$ cat config.mk
export PLATFORM = sky130hd
export DESIGN_NAME = keyword_lexer_dfa
export DESIGN_NICKNAME = d
export VERILOG_FILES = /design/src/kld_pkg.sv /design/src/keyword_lexer_dfa.sv /design/src/kld_step.sv /design/src/kld_rsp_buf.sv
export SDC_FILE = /design/constraint.sdc
export NUM_CORES = 1
export LEC_CHECK = 0
export ABC_AREA = 1
export BUFFER_PORTS_ARGS = -buffer_cell sky130_fd_sc_hd__buf_2
export CORE_ASPECT_RATIO = 1.4
export CORE_MARGIN = 2
export CORE_UTILIZATION = 50
export DETAILED_ROUTE_END_ITERATION = 10
export PLACE_DENSITY_LB_ADDON = 0.08
export SETUP_SLACK_MARGIN = 0.2
export SLEW_MARGIN = 15
export SYNTH_ARGS = -nofsm -noshare
export SYNTH_HDL_FRONTEND = slang
export SYNTH_HIERARCHICAL = 1
export SYNTH_SLANG_ARGS = --single-unit
$ cat constraint.sdc
create_clock -name clock -period 8.75 [get_ports clock]
set_clock_uncertainty 0.2 [all_clocks]
set_input_delay 1.75 -clock clock [delete_from_list [all_inputs] [get_ports clock]]
set_output_delay 1.75 -clock clock [all_outputs]
set_load 0.01 [all_outputs]
$ cat src/kld_pkg.sv
// kld_pkg: state codes, token kinds, keyword ids and DFA transition functions
// for the keyword lexer. No dependencies.
package kld_pkg;

   localparam int STATE_W = 6;

   localparam logic [STATE_W-1:0] ST_START  = 6'd0;
   localparam logic [STATE_W-1:0] ST_INT    = 6'd1;
   localparam logic [STATE_W-1:0] ST_ZERO   = 6'd2;
   localparam logic [STATE_W-1:0] ST_I      = 6'd3;
   localparam logic [STATE_W-1:0] ST_IN     = 6'd4;
   localparam logic [STATE_W-1:0] ST_INT_KW = 6'd5;
   localparam logic [STATE_W-1:0] ST_IDENT  = 6'd6;
   localparam logic [STATE_W-1:0] ST_OP     = 6'd7;
   localparam logic [STATE_W-1:0] ST_F      = 6'd8;
   localparam logic [STATE_W-1:0] ST_FO     = 6'd9;
   localparam logic [STATE_W-1:0] ST_FOR    = 6'd10;
   localparam logic [STATE_W-1:0] ST_R      = 6'd11;
   localparam logic [STATE_W-1:0] ST_RE     = 6'd12;
   localparam logic [STATE_W-1:0] ST_REA    = 6'd13;
   localparam logic [STATE_W-1:0] ST_READ   = 6'd14;
   localparam logic [STATE_W-1:0] ST_P      = 6'd15;
   localparam logic [STATE_W-1:0] ST_PR     = 6'd16;
   localparam logic [STATE_W-1:0] ST_PRI    = 6'd17;
   localparam logic [STATE_W-1:0] ST_PRIN   = 6'd18;
   localparam logic [STATE_W-1:0] ST_PRINT  = 6'd19;
   localparam logic [STATE_W-1:0] ST_IF     = 6'd20;
   localparam logic [STATE_W-1:0] ST_E      = 6'd21;
   localparam logic [STATE_W-1:0] ST_EL     = 6'd22;
   localparam logic [STATE_W-1:0] ST_ELS    = 6'd23;
   localparam logic [STATE_W-1:0] ST_ELSE   = 6'd24;
   localparam logic [STATE_W-1:0] ST_W      = 6'd25;
   localparam logic [STATE_W-1:0] ST_WH     = 6'd26;
   localparam logic [STATE_W-1:0] ST_WHI    = 6'd27;
   localparam logic [STATE_W-1:0] ST_WHIL   = 6'd28;
   localparam logic [STATE_W-1:0] ST_WHILE  = 6'd29;
   localparam logic [STATE_W-1:0] ST_EN     = 6'd30;
   localparam logic [STATE_W-1:0] ST_END    = 6'd31;
   localparam logic [STATE_W-1:0] ST_ASSIGN = 6'd32;
   localparam logic [STATE_W-1:0] ST_EQ     = 6'd33;
   localparam logic [STATE_W-1:0] ST_BANG   = 6'd34;
   localparam logic [STATE_W-1:0] ST_NE     = 6'd35;
   localparam logic [STATE_W-1:0] ST_GT     = 6'd36;
   localparam logic [STATE_W-1:0] ST_GE     = 6'd37;
   localparam logic [STATE_W-1:0] ST_LT     = 6'd38;
   localparam logic [STATE_W-1:0] ST_LE     = 6'd39;

   localparam logic [3:0] K_INT     = 4'd0;
   localparam logic [3:0] K_OP      = 4'd1;
   localparam logic [3:0] K_ASSIGN  = 4'd2;
   localparam logic [3:0] K_CMP     = 4'd3;
   localparam logic [3:0] K_KEYWORD = 4'd4;
   localparam logic [3:0] K_IDENT   = 4'd5;
   localparam logic [3:0] K_EOL     = 4'd6;
   localparam logic [3:0] K_END     = 4'd7;
   localparam logic [3:0] K_LBRACE  = 4'd8;
   localparam logic [3:0] K_RBRACE  = 4'd9;
   localparam logic [3:0] K_LPAREN  = 4'd10;
   localparam logic [3:0] K_RPAREN  = 4'd11;
   localparam logic [3:0] K_COMMA   = 4'd12;
   localparam logic [3:0] K_BAD     = 4'd13;

   localparam logic [2:0] KW_READ  = 3'd0;
   localparam logic [2:0] KW_PRINT = 3'd1;
   localparam logic [2:0] KW_IF    = 3'd2;
   localparam logic [2:0] KW_INT   = 3'd3;
   localparam logic [2:0] KW_FOR   = 3'd4;
   localparam logic [2:0] KW_WHILE = 3'd5;
   localparam logic [2:0] KW_ELSE  = 3'd6;
   localparam logic [2:0] KW_NONE  = 3'd7;

   localparam logic [7:0] CH_NUL   = 8'h00;
   localparam logic [7:0] CH_NL    = 8'h0A;
   localparam logic [7:0] CH_SPACE = " ";

   typedef struct packed {
      logic       load;
      logic [1:0] count;
   } load_type;

   function automatic logic is_digit(input logic [7:0] c);
      return (c >= "0") && (c <= "9");
   endfunction

   function automatic logic is_word(input logic [7:0] c);
      return ((c >= "a") && (c <= "z")) || is_digit(c) || (c == "_") || (c == "@")
             || (c == "#") || (c == "$");
   endfunction

   // ST_START doubles as "no transition": no edge leads back to the start state
   function automatic logic [STATE_W-1:0] next_state(input logic [STATE_W-1:0] s,
                                                     input logic [7:0] c);
      logic [STATE_W-1:0] nx;
      logic               chain;
      nx    = ST_START;
      chain = 1'b0;
      case (s)
         ST_START: begin
            if ((c >= "1") && (c <= "9"))                            nx = ST_INT;
            else if (c == "0")                                       nx = ST_ZERO;
            else if ((c == "+") || (c == "-") || (c == "/") || (c == "*")) nx = ST_OP;
            else if (c == "=")                                       nx = ST_ASSIGN;
            else if (c == "!")                                       nx = ST_BANG;
            else if (c == ">")                                       nx = ST_GT;
            else if (c == "<")                                       nx = ST_LT;
            else if (c == "e")                                       nx = ST_E;
            else if (c == "w")                                       nx = ST_W;
            else if (c == "r")                                       nx = ST_R;
            else if (c == "i")                                       nx = ST_I;
            else if (c == "f")                                       nx = ST_F;
            else if (c == "p")                                       nx = ST_P;
            else if (is_word(c) && !is_digit(c))                     nx = ST_IDENT;
         end
         ST_INT:    nx = is_digit(c) ? ST_INT : ST_START;
         ST_ASSIGN: nx = (c == "=") ? ST_EQ : ST_START;
         ST_BANG:   nx = (c == "=") ? ST_NE : ST_START;
         ST_GT:     nx = (c == "=") ? ST_GE : ST_START;
         ST_LT:     nx = (c == "=") ? ST_LE : ST_START;
         ST_I: begin
            chain = 1'b1;
            if (c == "f")      nx = ST_IF;
            else if (c == "n") nx = ST_IN;
         end
         ST_IN:   begin chain = 1'b1; if (c == "t") nx = ST_INT_KW; end
         ST_F:    begin chain = 1'b1; if (c == "o") nx = ST_FO; end
         ST_FO:   begin chain = 1'b1; if (c == "r") nx = ST_FOR; end
         ST_R:    begin chain = 1'b1; if (c == "e") nx = ST_RE; end
         ST_RE:   begin chain = 1'b1; if (c == "a") nx = ST_REA; end
         ST_REA:  begin chain = 1'b1; if (c == "d") nx = ST_READ; end
         ST_P:    begin chain = 1'b1; if (c == "r") nx = ST_PR; end
         ST_PR:   begin chain = 1'b1; if (c == "i") nx = ST_PRI; end
         ST_PRI:  begin chain = 1'b1; if (c == "n") nx = ST_PRIN; end
         ST_PRIN: begin chain = 1'b1; if (c == "t") nx = ST_PRINT; end
         ST_E: begin
            chain = 1'b1;
            if (c == "l")      nx = ST_EL;
            else if (c == "n") nx = ST_EN;
         end
         ST_EL:   begin chain = 1'b1; if (c == "s") nx = ST_ELS; end
         ST_ELS:  begin chain = 1'b1; if (c == "e") nx = ST_ELSE; end
         ST_W:    begin chain = 1'b1; if (c == "h") nx = ST_WH; end
         ST_WH:   begin chain = 1'b1; if (c == "i") nx = ST_WHI; end
         ST_WHI:  begin chain = 1'b1; if (c == "l") nx = ST_WHIL; end
         ST_WHIL: begin chain = 1'b1; if (c == "e") nx = ST_WHILE; end
         ST_EN:   begin chain = 1'b1; if (c == "d") nx = ST_END; end
         ST_INT_KW, ST_IDENT, ST_FOR, ST_READ, ST_PRINT, ST_IF, ST_ELSE, ST_WHILE,
         ST_END:  chain = 1'b1;
         default: nx = ST_START;
      endcase
      if (chain && (nx == ST_START) && is_word(c)) nx = ST_IDENT;
      return nx;
   endfunction

   function automatic logic [3:0] token_kind(input logic [STATE_W-1:0] s);
      logic [3:0] k;
      case (s)
         ST_INT, ST_ZERO:                           k = K_INT;
         ST_OP:                                     k = K_OP;
         ST_ASSIGN:                                 k = K_ASSIGN;
         ST_EQ, ST_NE, ST_GT, ST_GE, ST_LT, ST_LE:  k = K_CMP;
         ST_READ, ST_PRINT, ST_IF, ST_INT_KW, ST_FOR, ST_WHILE, ST_ELSE: k = K_KEYWORD;
         default:                                   k = K_IDENT;
      endcase
      return k;
   endfunction

   function automatic logic [2:0] token_kw(input logic [STATE_W-1:0] s);
      logic [2:0] kw;
      case (s)
         ST_READ:   kw = KW_READ;
         ST_PRINT:  kw = KW_PRINT;
         ST_IF:     kw = KW_IF;
         ST_INT_KW: kw = KW_INT;
         ST_FOR:    kw = KW_FOR;
         ST_WHILE:  kw = KW_WHILE;
         ST_ELSE:   kw = KW_ELSE;
         default:   kw = KW_NONE;
      endcase
      return kw;
   endfunction

endpackage

$ cat src/keyword_lexer_dfa.sv
// keyword_lexer_dfa: top level of the keyword lexer; joins the DFA step and the
// result buffer. Uses kld_pkg, kld_step and kld_rsp_buf.
//
// One source byte enters per req_ beat (NUL ends the input). Each byte gives
// zero to three token beats on rsp_; rsp_tlast marks the final token of a byte.
// Throughput: one byte per cycle while each byte yields at most one token and
// rsp_tready stays high; a byte that yields several tokens holds the input side
// while the result register drains them, one per cycle while rsp_tready is high.
// A byte sits in the input register; the step logic writes its tokens into the
// three-slot result register once that register is empty or giving up its last
// token, so a stalled rsp_ side backs up into req_tready after two bytes with tokens.
// After a bad token or program end the lexer is halted: bytes are still taken,
// but give no tokens until reset.
// Reset (synchronous) returns the DFA to its start state, clears the position
// and length counters, the newline flag and the halt, and drops buffered beats.
module keyword_lexer_dfa #(
   parameter int POS_WIDTH = 32,
   parameter int LEN_MAX   = 255,
   localparam int LEN_W    = $clog2(LEN_MAX + 1),
   localparam int RES_W    = 7 + LEN_W + POS_WIDTH,
   localparam int TDATA_W  = ((RES_W + 7) / 8) * 8
) (
   input  logic               clock,
   input  logic               reset,
   input  logic               req_tvalid,
   output logic               req_tready,
   input  logic [7:0]         req_tdata,   // ch[7:0]
   output logic               rsp_tvalid,
   input  logic               rsp_tready,
   output logic [TDATA_W-1:0] rsp_tdata,   // kind[4], keyword_id[3], token_length, token_start
   output logic               rsp_tlast    // last
);

   kld_pkg::load_type     ld;
   logic [2:0][RES_W-1:0] res;
   logic                  load_ok;
   logic [RES_W-1:0]      rsp_res;

   kld_step #(
      .POS_WIDTH (POS_WIDTH),
      .LEN_MAX   (LEN_MAX),
      .LEN_W     (LEN_W),
      .RES_W     (RES_W)
   ) u_step (
      .clock      (clock),
      .reset      (reset),
      .req_tvalid (req_tvalid),
      .req_tready (req_tready),
      .req_tdata  (req_tdata),
      .load_ok    (load_ok),
      .ld         (ld),
      .res        (res)
   );

   kld_rsp_buf #(
      .RES_W (RES_W)
   ) u_rsp_buf (
      .clock      (clock),
      .reset      (reset),
      .ld         (ld),
      .res        (res),
      .load_ok    (load_ok),
      .rsp_tvalid (rsp_tvalid),
      .rsp_tready (rsp_tready),
      .rsp_res    (rsp_res),
      .rsp_tlast  (rsp_tlast)
   );

   assign rsp_tdata = TDATA_W'(rsp_res);

endmodule

$ cat src/kld_step.sv
// kld_step: input character register, lexer state registers and the one-pass
// DFA step that yields up to three tokens per character. Uses kld_pkg.
module kld_step #(
   parameter int POS_WIDTH = 32,
   parameter int LEN_MAX   = 255,
   parameter int LEN_W     = 8,
   parameter int RES_W     = 7 + LEN_W + POS_WIDTH
) (
   input  logic                 clock,
   input  logic                 reset,
   input  logic                 req_tvalid,
   output logic                 req_tready,
   input  logic [7:0]           req_tdata,
   input  logic                 load_ok,
   output kld_pkg::load_type    ld,
   output logic [2:0][RES_W-1:0] res
);

   logic [7:0]                   ch_ff;
   logic                         in_vld_ff;
   logic [kld_pkg::STATE_W-1:0]  state_ff, state_in;
   logic [LEN_W-1:0]             len_ff, len_in;
   logic [POS_WIDTH-1:0]         start_ff, start_in;
   logic [POS_WIDTH-1:0]         pos_ff, pos_in;
   logic                         prev_ff, prev_in;
   logic                         halted_ff, halted_in;
   logic [1:0]                   n;
   logic                         fire;
   logic [kld_pkg::STATE_W-1:0]  nx;
   logic                         done;

   function automatic logic [RES_W-1:0] pack_res(input logic [3:0] kind,
                                                 input logic [2:0] kw,
                                                 input logic [LEN_W-1:0] len,
                                                 input logic [POS_WIDTH-1:0] start);
      return {start, len, kw, kind};
   endfunction

   always_comb begin
      state_in  = state_ff;
      len_in    = len_ff;
      start_in  = start_ff;
      pos_in    = pos_ff;
      prev_in   = prev_ff;
      halted_in = halted_ff;
      res       = '0;
      n         = 2'd0;
      nx        = kld_pkg::ST_START;
      done      = 1'b0;
      if (!halted_ff) begin
         pos_in = pos_ff + 1'b1;
         if (state_ff != kld_pkg::ST_START) begin
            nx = kld_pkg::next_state(state_ff, ch_ff);
            if (nx != kld_pkg::ST_START) begin
               state_in = nx;
               if (len_ff != LEN_W'(LEN_MAX)) len_in = len_ff + 1'b1;
               done = 1'b1;
            end else if (state_ff == kld_pkg::ST_END) begin
               res[0] = pack_res(kld_pkg::K_EOL, kld_pkg::KW_NONE, '0, start_ff);
               res[1] = pack_res(kld_pkg::K_END, kld_pkg::KW_NONE, len_ff, start_ff);
               n = 2'd2;
               halted_in = 1'b1;
               state_in = kld_pkg::ST_START;
               done = 1'b1;
            end else if (state_ff == kld_pkg::ST_BANG) begin
               res[0] = pack_res(kld_pkg::K_BAD, kld_pkg::KW_NONE, len_ff, start_ff);
               n = 2'd1;
               halted_in = 1'b1;
               state_in = kld_pkg::ST_START;
               done = 1'b1;
            end else begin
               res[0] = pack_res(kld_pkg::token_kind(state_ff), kld_pkg::token_kw(state_ff),
                                 len_ff, start_ff);
               n = 2'd1;
               prev_in = 1'b0;
               state_in = kld_pkg::ST_START;
            end
         end
         if (!done) begin
            case (ch_ff)
               kld_pkg::CH_SPACE: ;
               kld_pkg::CH_NL: begin
                  if (!prev_in) begin
                     res[n] = pack_res(kld_pkg::K_EOL, kld_pkg::KW_NONE, LEN_W'(1), pos_ff);
                     n = n + 2'd1;
                  end
                  prev_in = 1'b1;
               end
               kld_pkg::CH_NUL: begin
                  res[n] = pack_res(kld_pkg::K_EOL, kld_pkg::KW_NONE, '0, pos_ff);
                  res[n + 2'd1] = pack_res(kld_pkg::K_END, kld_pkg::KW_NONE, LEN_W'(1), pos_ff);
                  n = n + 2'd2;
                  halted_in = 1'b1;
               end
               "{", "}", "(", ")", ",": begin
                  res[n] = pack_res((ch_ff == "{") ? kld_pkg::K_LBRACE :
                                    (ch_ff == "}") ? kld_pkg::K_RBRACE :
                                    (ch_ff == "(") ? kld_pkg::K_LPAREN :
                                    (ch_ff == ")") ? kld_pkg::K_RPAREN : kld_pkg::K_COMMA,
                                    kld_pkg::KW_NONE, LEN_W'(1), pos_ff);
                  n = n + 2'd1;
                  prev_in = 1'b0;
               end
               default: begin
                  nx = kld_pkg::next_state(kld_pkg::ST_START, ch_ff);
                  if (nx == kld_pkg::ST_START) begin
                     res[n] = pack_res(kld_pkg::K_BAD, kld_pkg::KW_NONE, LEN_W'(1), pos_ff);
                     n = n + 2'd1;
                     halted_in = 1'b1;
                  end else begin
                     state_in = nx;
                     len_in   = LEN_W'(1);
                     start_in = pos_ff;
                  end
               end
            endcase
         end
      end
   end

   assign fire       = in_vld_ff && ((n == 2'd0) || load_ok);
   assign req_tready = !in_vld_ff || fire;
   assign ld         = {fire && (n != 2'd0), n};

   always_ff @(posedge clock) begin
      if (req_tvalid && req_tready) begin
         ch_ff <= req_tdata;
      end
      if (reset) begin
         in_vld_ff <= 1'b0;
         state_ff  <= kld_pkg::ST_START;
         len_ff    <= '0;
         start_ff  <= '0;
         pos_ff    <= '0;
         prev_ff   <= 1'b0;
         halted_ff <= 1'b0;
      end else begin
         if (req_tvalid && req_tready) in_vld_ff <= 1'b1;
         else if (fire)                in_vld_ff <= 1'b0;
         if (fire) begin
            state_ff  <= state_in;
            len_ff    <= len_in;
            start_ff  <= start_in;
            pos_ff    <= pos_in;
            prev_ff   <= prev_in;
            halted_ff <= halted_in;
         end
      end
   end

   a_halt_silent: assert property (@(posedge clock) disable iff (reset)
      halted_ff |-> !ld.load)
      else $error("tokens produced after halt");
   a_pos_hold: assert property (@(posedge clock) disable iff (reset)
      !fire |=> $stable(pos_ff))
      else $error("position moved without a consumed character");
   a_halt_start: assert property (@(posedge clock) disable iff (reset)
      halted_ff |-> (state_ff == kld_pkg::ST_START))
      else $error("halted with a token in progress");

endmodule

$ cat src/kld_rsp_buf.sv
// kld_rsp_buf: three-slot result register that serialises the tokens of one
// character onto the result channel. Uses kld_pkg.
module kld_rsp_buf #(
   parameter int RES_W = 47
) (
   input  logic                  clock,
   input  logic                  reset,
   input  kld_pkg::load_type     ld,
   input  logic [2:0][RES_W-1:0] res,
   output logic                  load_ok,
   output logic                  rsp_tvalid,
   input  logic                  rsp_tready,
   output logic [RES_W-1:0]      rsp_res,
   output logic                  rsp_tlast
);

   logic [2:0][RES_W-1:0] slot_ff;
   logic [1:0]            count_ff;
   logic                  pop;

   assign rsp_tvalid = (count_ff != 2'd0);
   assign rsp_res    = slot_ff[0];
   assign rsp_tlast  = (count_ff == 2'd1);
   assign pop        = rsp_tvalid && rsp_tready;
   assign load_ok    = (count_ff == 2'd0) || ((count_ff == 2'd1) && rsp_tready);

   always_ff @(posedge clock) begin
      if (ld.load) begin
         slot_ff <= res;
      end else if (pop) begin
         slot_ff[0] <= slot_ff[1];
         slot_ff[1] <= slot_ff[2];
      end
      if (reset) begin
         count_ff <= 2'd0;
      end else if (ld.load) begin
         count_ff <= ld.count;
      end else if (pop) begin
         count_ff <= count_ff - 2'd1;
      end
   end

   a_load_free: assert property (@(posedge clock) disable iff (reset)
      ld.load |-> ((count_ff == 2'd0) || ((count_ff == 2'd1) && pop)))
      else $error("results overwritten before delivery");
   a_load_count: assert property (@(posedge clock) disable iff (reset)
      ld.load |-> (ld.count != 2'd0))
      else $error("empty load");
   a_keep_rest: assert property (@(posedge clock) disable iff (reset)
      (pop && (count_ff > 2'd1)) |=> rsp_tvalid)
      else $error("pending results lost");

endmodule
==> out/results.ini <==
[synth]
synth_compound_area_share_pct = 23.97
synth_top_flop_cell = edfxtp_1
yosysSeqAreaShare_pct = 35.03
async_reset_ff_share_pct = 0
synth_area_leaders = edfxtp_1, nand2_1, dfxtp_1
yosys.area.top_type_share_pct = 25.30
synthMuxAreaShare_pct = 0
synth_top_family_by_area = simple AND/OR/NAND/NOR gates
yosysTopAreaCell = edfxtp_1
synth-xor-area-share_pct = 0.5942
post_synth_and_or_nand_nor_area_fraction_pct = 27.13
yosysWarnings = 6
synth-edff-count = 149
ys_seq_elements = 235
synthCells = 2609
synth-adder-area-share_pct = 0.7074
synth_cell_types = 57
syn_area_per_cell_um2 = 6.779
netlist_area_um2 = 17690

[clock_tree]
post-cts-setup-buffers = 0
post_cts_resized = 0
cts_max_path_buffers = 3
hold_buffers = 0
numCtsBuffers = 26
clk_pin_slew_ps = 60
cts_tree = done
clock-sinks = 235
clock_latency_ps = 560
cts-root-buf = clkbuf_16
htreeDepth = 1

[sta]
report.final.slew_viol_count = 0
worst_slack_ps = 1654
fin_crit_ps = 7096
maxSlewHeadroom_pct = 17.09
rsz0062_at_grt = false
final-hold-violation-count = 0
setup_viol = 0
max_freq_ghz = 0.1409
worst_pin_slew_ps = 1242
finalSetupTns_ps = 0
fin_crit_sh_pct = 81.09

[place]
dp_hpwl_mm = 38.70
place_congestion = 1.040
place_ws_ps = 1890
portBuffers = 61

[worst_setup_path]
r2r-start = u_step/state_ff[4]
criticalPathCategory = flop to output pin
cpMaxStageDelayCell = nand2_2
crit_path_start = u_step/state_ff[4]
end_kind = output pin
critPathMaxFanout = 36
slowest_delay_ps = 880
cp-start-kind = flop
cp_data_required_time_ps = 6800
critical_path_arrival_ps = 5150
path_cells = inv_2 > nor2_1 > nand3_1 > nor2_1 > nor2_1 > nand2_1 > nor2_2 > nand3_2 > nor2_4 > nand3_2 > nand4_4 > nor2_2 > nand2_1 > nand2_2 > nand2_2 > nand2_2 > nand2_1 > nand2_1 > nand3_2 > nand3_2 > nand3_1 > buf_2

[floorplan]
dieArea_um2 = 36920
boundaryPins = 63
core_area_um2 = 34860
die_x_um = 163.0
dieHeight_um = 226.5
initial_core_util_pct = 50.73
rows = 81

[grt]
first_global_vias = 17230
antenna_found_initial = 0
grt.total_usage_pct = 31.97
grt_overflow = 0
grt_max_degree = 82
grt_pass1_wl_mm = 92.80

[outcome]
status = finished clean

[power]
power.leakage_nw = 7.364
ir_drop_mv = 0.2904
power_density_nw_per_um2 = 357.8

[layout]
drive_gt1_share_pct = 9.044
finish.net_count = 2514
n_antenna_cell = 0
area_delta_synth_final_pct = 4.280

[routing]
vias_per_cell = 6.115
wirelength_mm = 60.42
drt_iter0_markers = 1805
num_vias = 18140
first_pass_iters = 7
drt-wirelength-per-cell_um = 20.37
route.antenna.remaining_nets = 0
drc = 0

[hold_path]
hold_class = flop to flop
hp-start = u_rsp_buf/slot_ff[133]

[run]
drv_cap = 0

## cells in the final DEF (no fill, tap or decap), drive strengths merged, types with 2 or more instances in the layout
master	synthesis	final
nand2	689	689
a21oi	288	288
inv	258	258
o21ai	245	245
nor2	209	209
edfxtp	149	149
nand3	98	98
dfxtp	86	86
buf	116	85
nor3	76	76
o211ai	60	60
o221ai	43	43
a211oi	40	40
clkbuf	120	38
o22ai	33	33
nand4	25	25
xor2	12	12
clkinv	6	11
ha	10	10
conb	2	8
nor4	7	7
o211a	6	6
a31oi	6	6
a221oi	4	4
nor3b	4	4
o21a	3	3
bufinv	0	2
o311ai	2	2
a41oi	2	2
## worst max-delay path, delay by kind of cell, from the launching register on
kind,cells,cell delay (ps)
AND/OR/NAND/NOR,20,3940
buffers and inverters,2,270
flip-flops,1,380
## cells by family (layout without fill, tap and decap cells)
| kind of cell | after synthesis | count (layout) |
|---|---|---|
| and+or+nand+nor | 1113 | 1113 |
| AOI/OAI and AO/OA | 737 | 737 |
| buffers and inverters | 500 | 395 |
| DFF | 235 | 235 |
| xor gates and xnor gates | 12 | 12 |
| adders and majority gates | 10 | 10 |
| other | 2 | 8 |
## layer usage
metal	vias up	global-route usage (%)	wire (µm)	part of all wire, %
met3	288	3.860	4087	6.8
met4	0	20.10	3913	6.5
li1	8573	-	-	-
met5	-	0	0	0
met2	907	56.71	29960	50
met1	8370	36.30	22460	37
## power breakdown
part	switching [mW]	internal, mW	total (mW)
Clock	0.465	0.647	1.11
Combinational	2.72	0.836	3.56
Sequential	0.155	1.77	1.93
## final timing paths
check,end,slack [ps],depth (start not counted)
setup / recovery,req_tready,1650,22
hold / removal,u_rsp_buf/slot_ff[86],300,2
setup reg to reg,u_rsp_buf/slot_ff[85],1770,22
hold reg to reg,u_rsp_buf/slot_ff[86],300,2
## layout make-up
class | count | area (µm²)
timing repair buffer | 85 | 485.5
tap | 456 | 570.5
clock buffer | 38 | 747.0
sequential | 235 | 6197
multi-input combinational | 1880 | 9354
inverter | 264 | 996.0
clock inverter | 8 | 93.84
fill | 3529 | 16420
## stage by stage
stage | hold WS (ps) | power [mW] | util, % | instance area (µm²) | cells
after floorplan | 286.1 | 4.519 | - | 17710 | 2615
after global placement | 293.7 | 5.382 | 50.49 | 17600 | 2920
after detailed placement | 295.0 | 5.428 | 50.49 | 17600 | 2920
after CTS | 301.2 | 6.556 | 52.90 | 18440 | 2966
after global routing | 332.3 | 6.989 | 52.90 | 18440 | 2966
final | 299.3 | 6.600 | 52.90 | 18440 | 2966
## cells in the mapped netlist (21+ instances only)
library cell,instances
nand4_1,21
o211ai_1,60
clkbuf_1,120
a21oi_1,286
o22ai_1,33
buf_4,61
o21ai_0,233
nand2_1,675
inv_2,34
a211oi_1,40
nor3_1,72
buf_2,25
edfxtp_1,149
dfxtp_1,86
nand3_1,88
inv_1,223
nor2_1,185
o221ai_1,43
## sequential cells by signal, summed over array words and instances (netlist names), named ones only
| register | count |
|---|---|
| u_step/halted_ff | 1 |
| u_step/len_ff | 8 |
| u_step/pos_ff | 32 |
| u_step/start_ff | 32 |
| u_rsp_buf/slot_ff | 94 |
| u_step/prev_ff | 1 |
| u_step/in_vld_ff | 1 |
| u_step/ch_ff | 8 |
| u_step/state_ff | 6 |
| u_rsp_buf/count_ff | 2 |
| u_rsp_buf/rsp_res | 47 |
(Power assumes the default switching activity.)
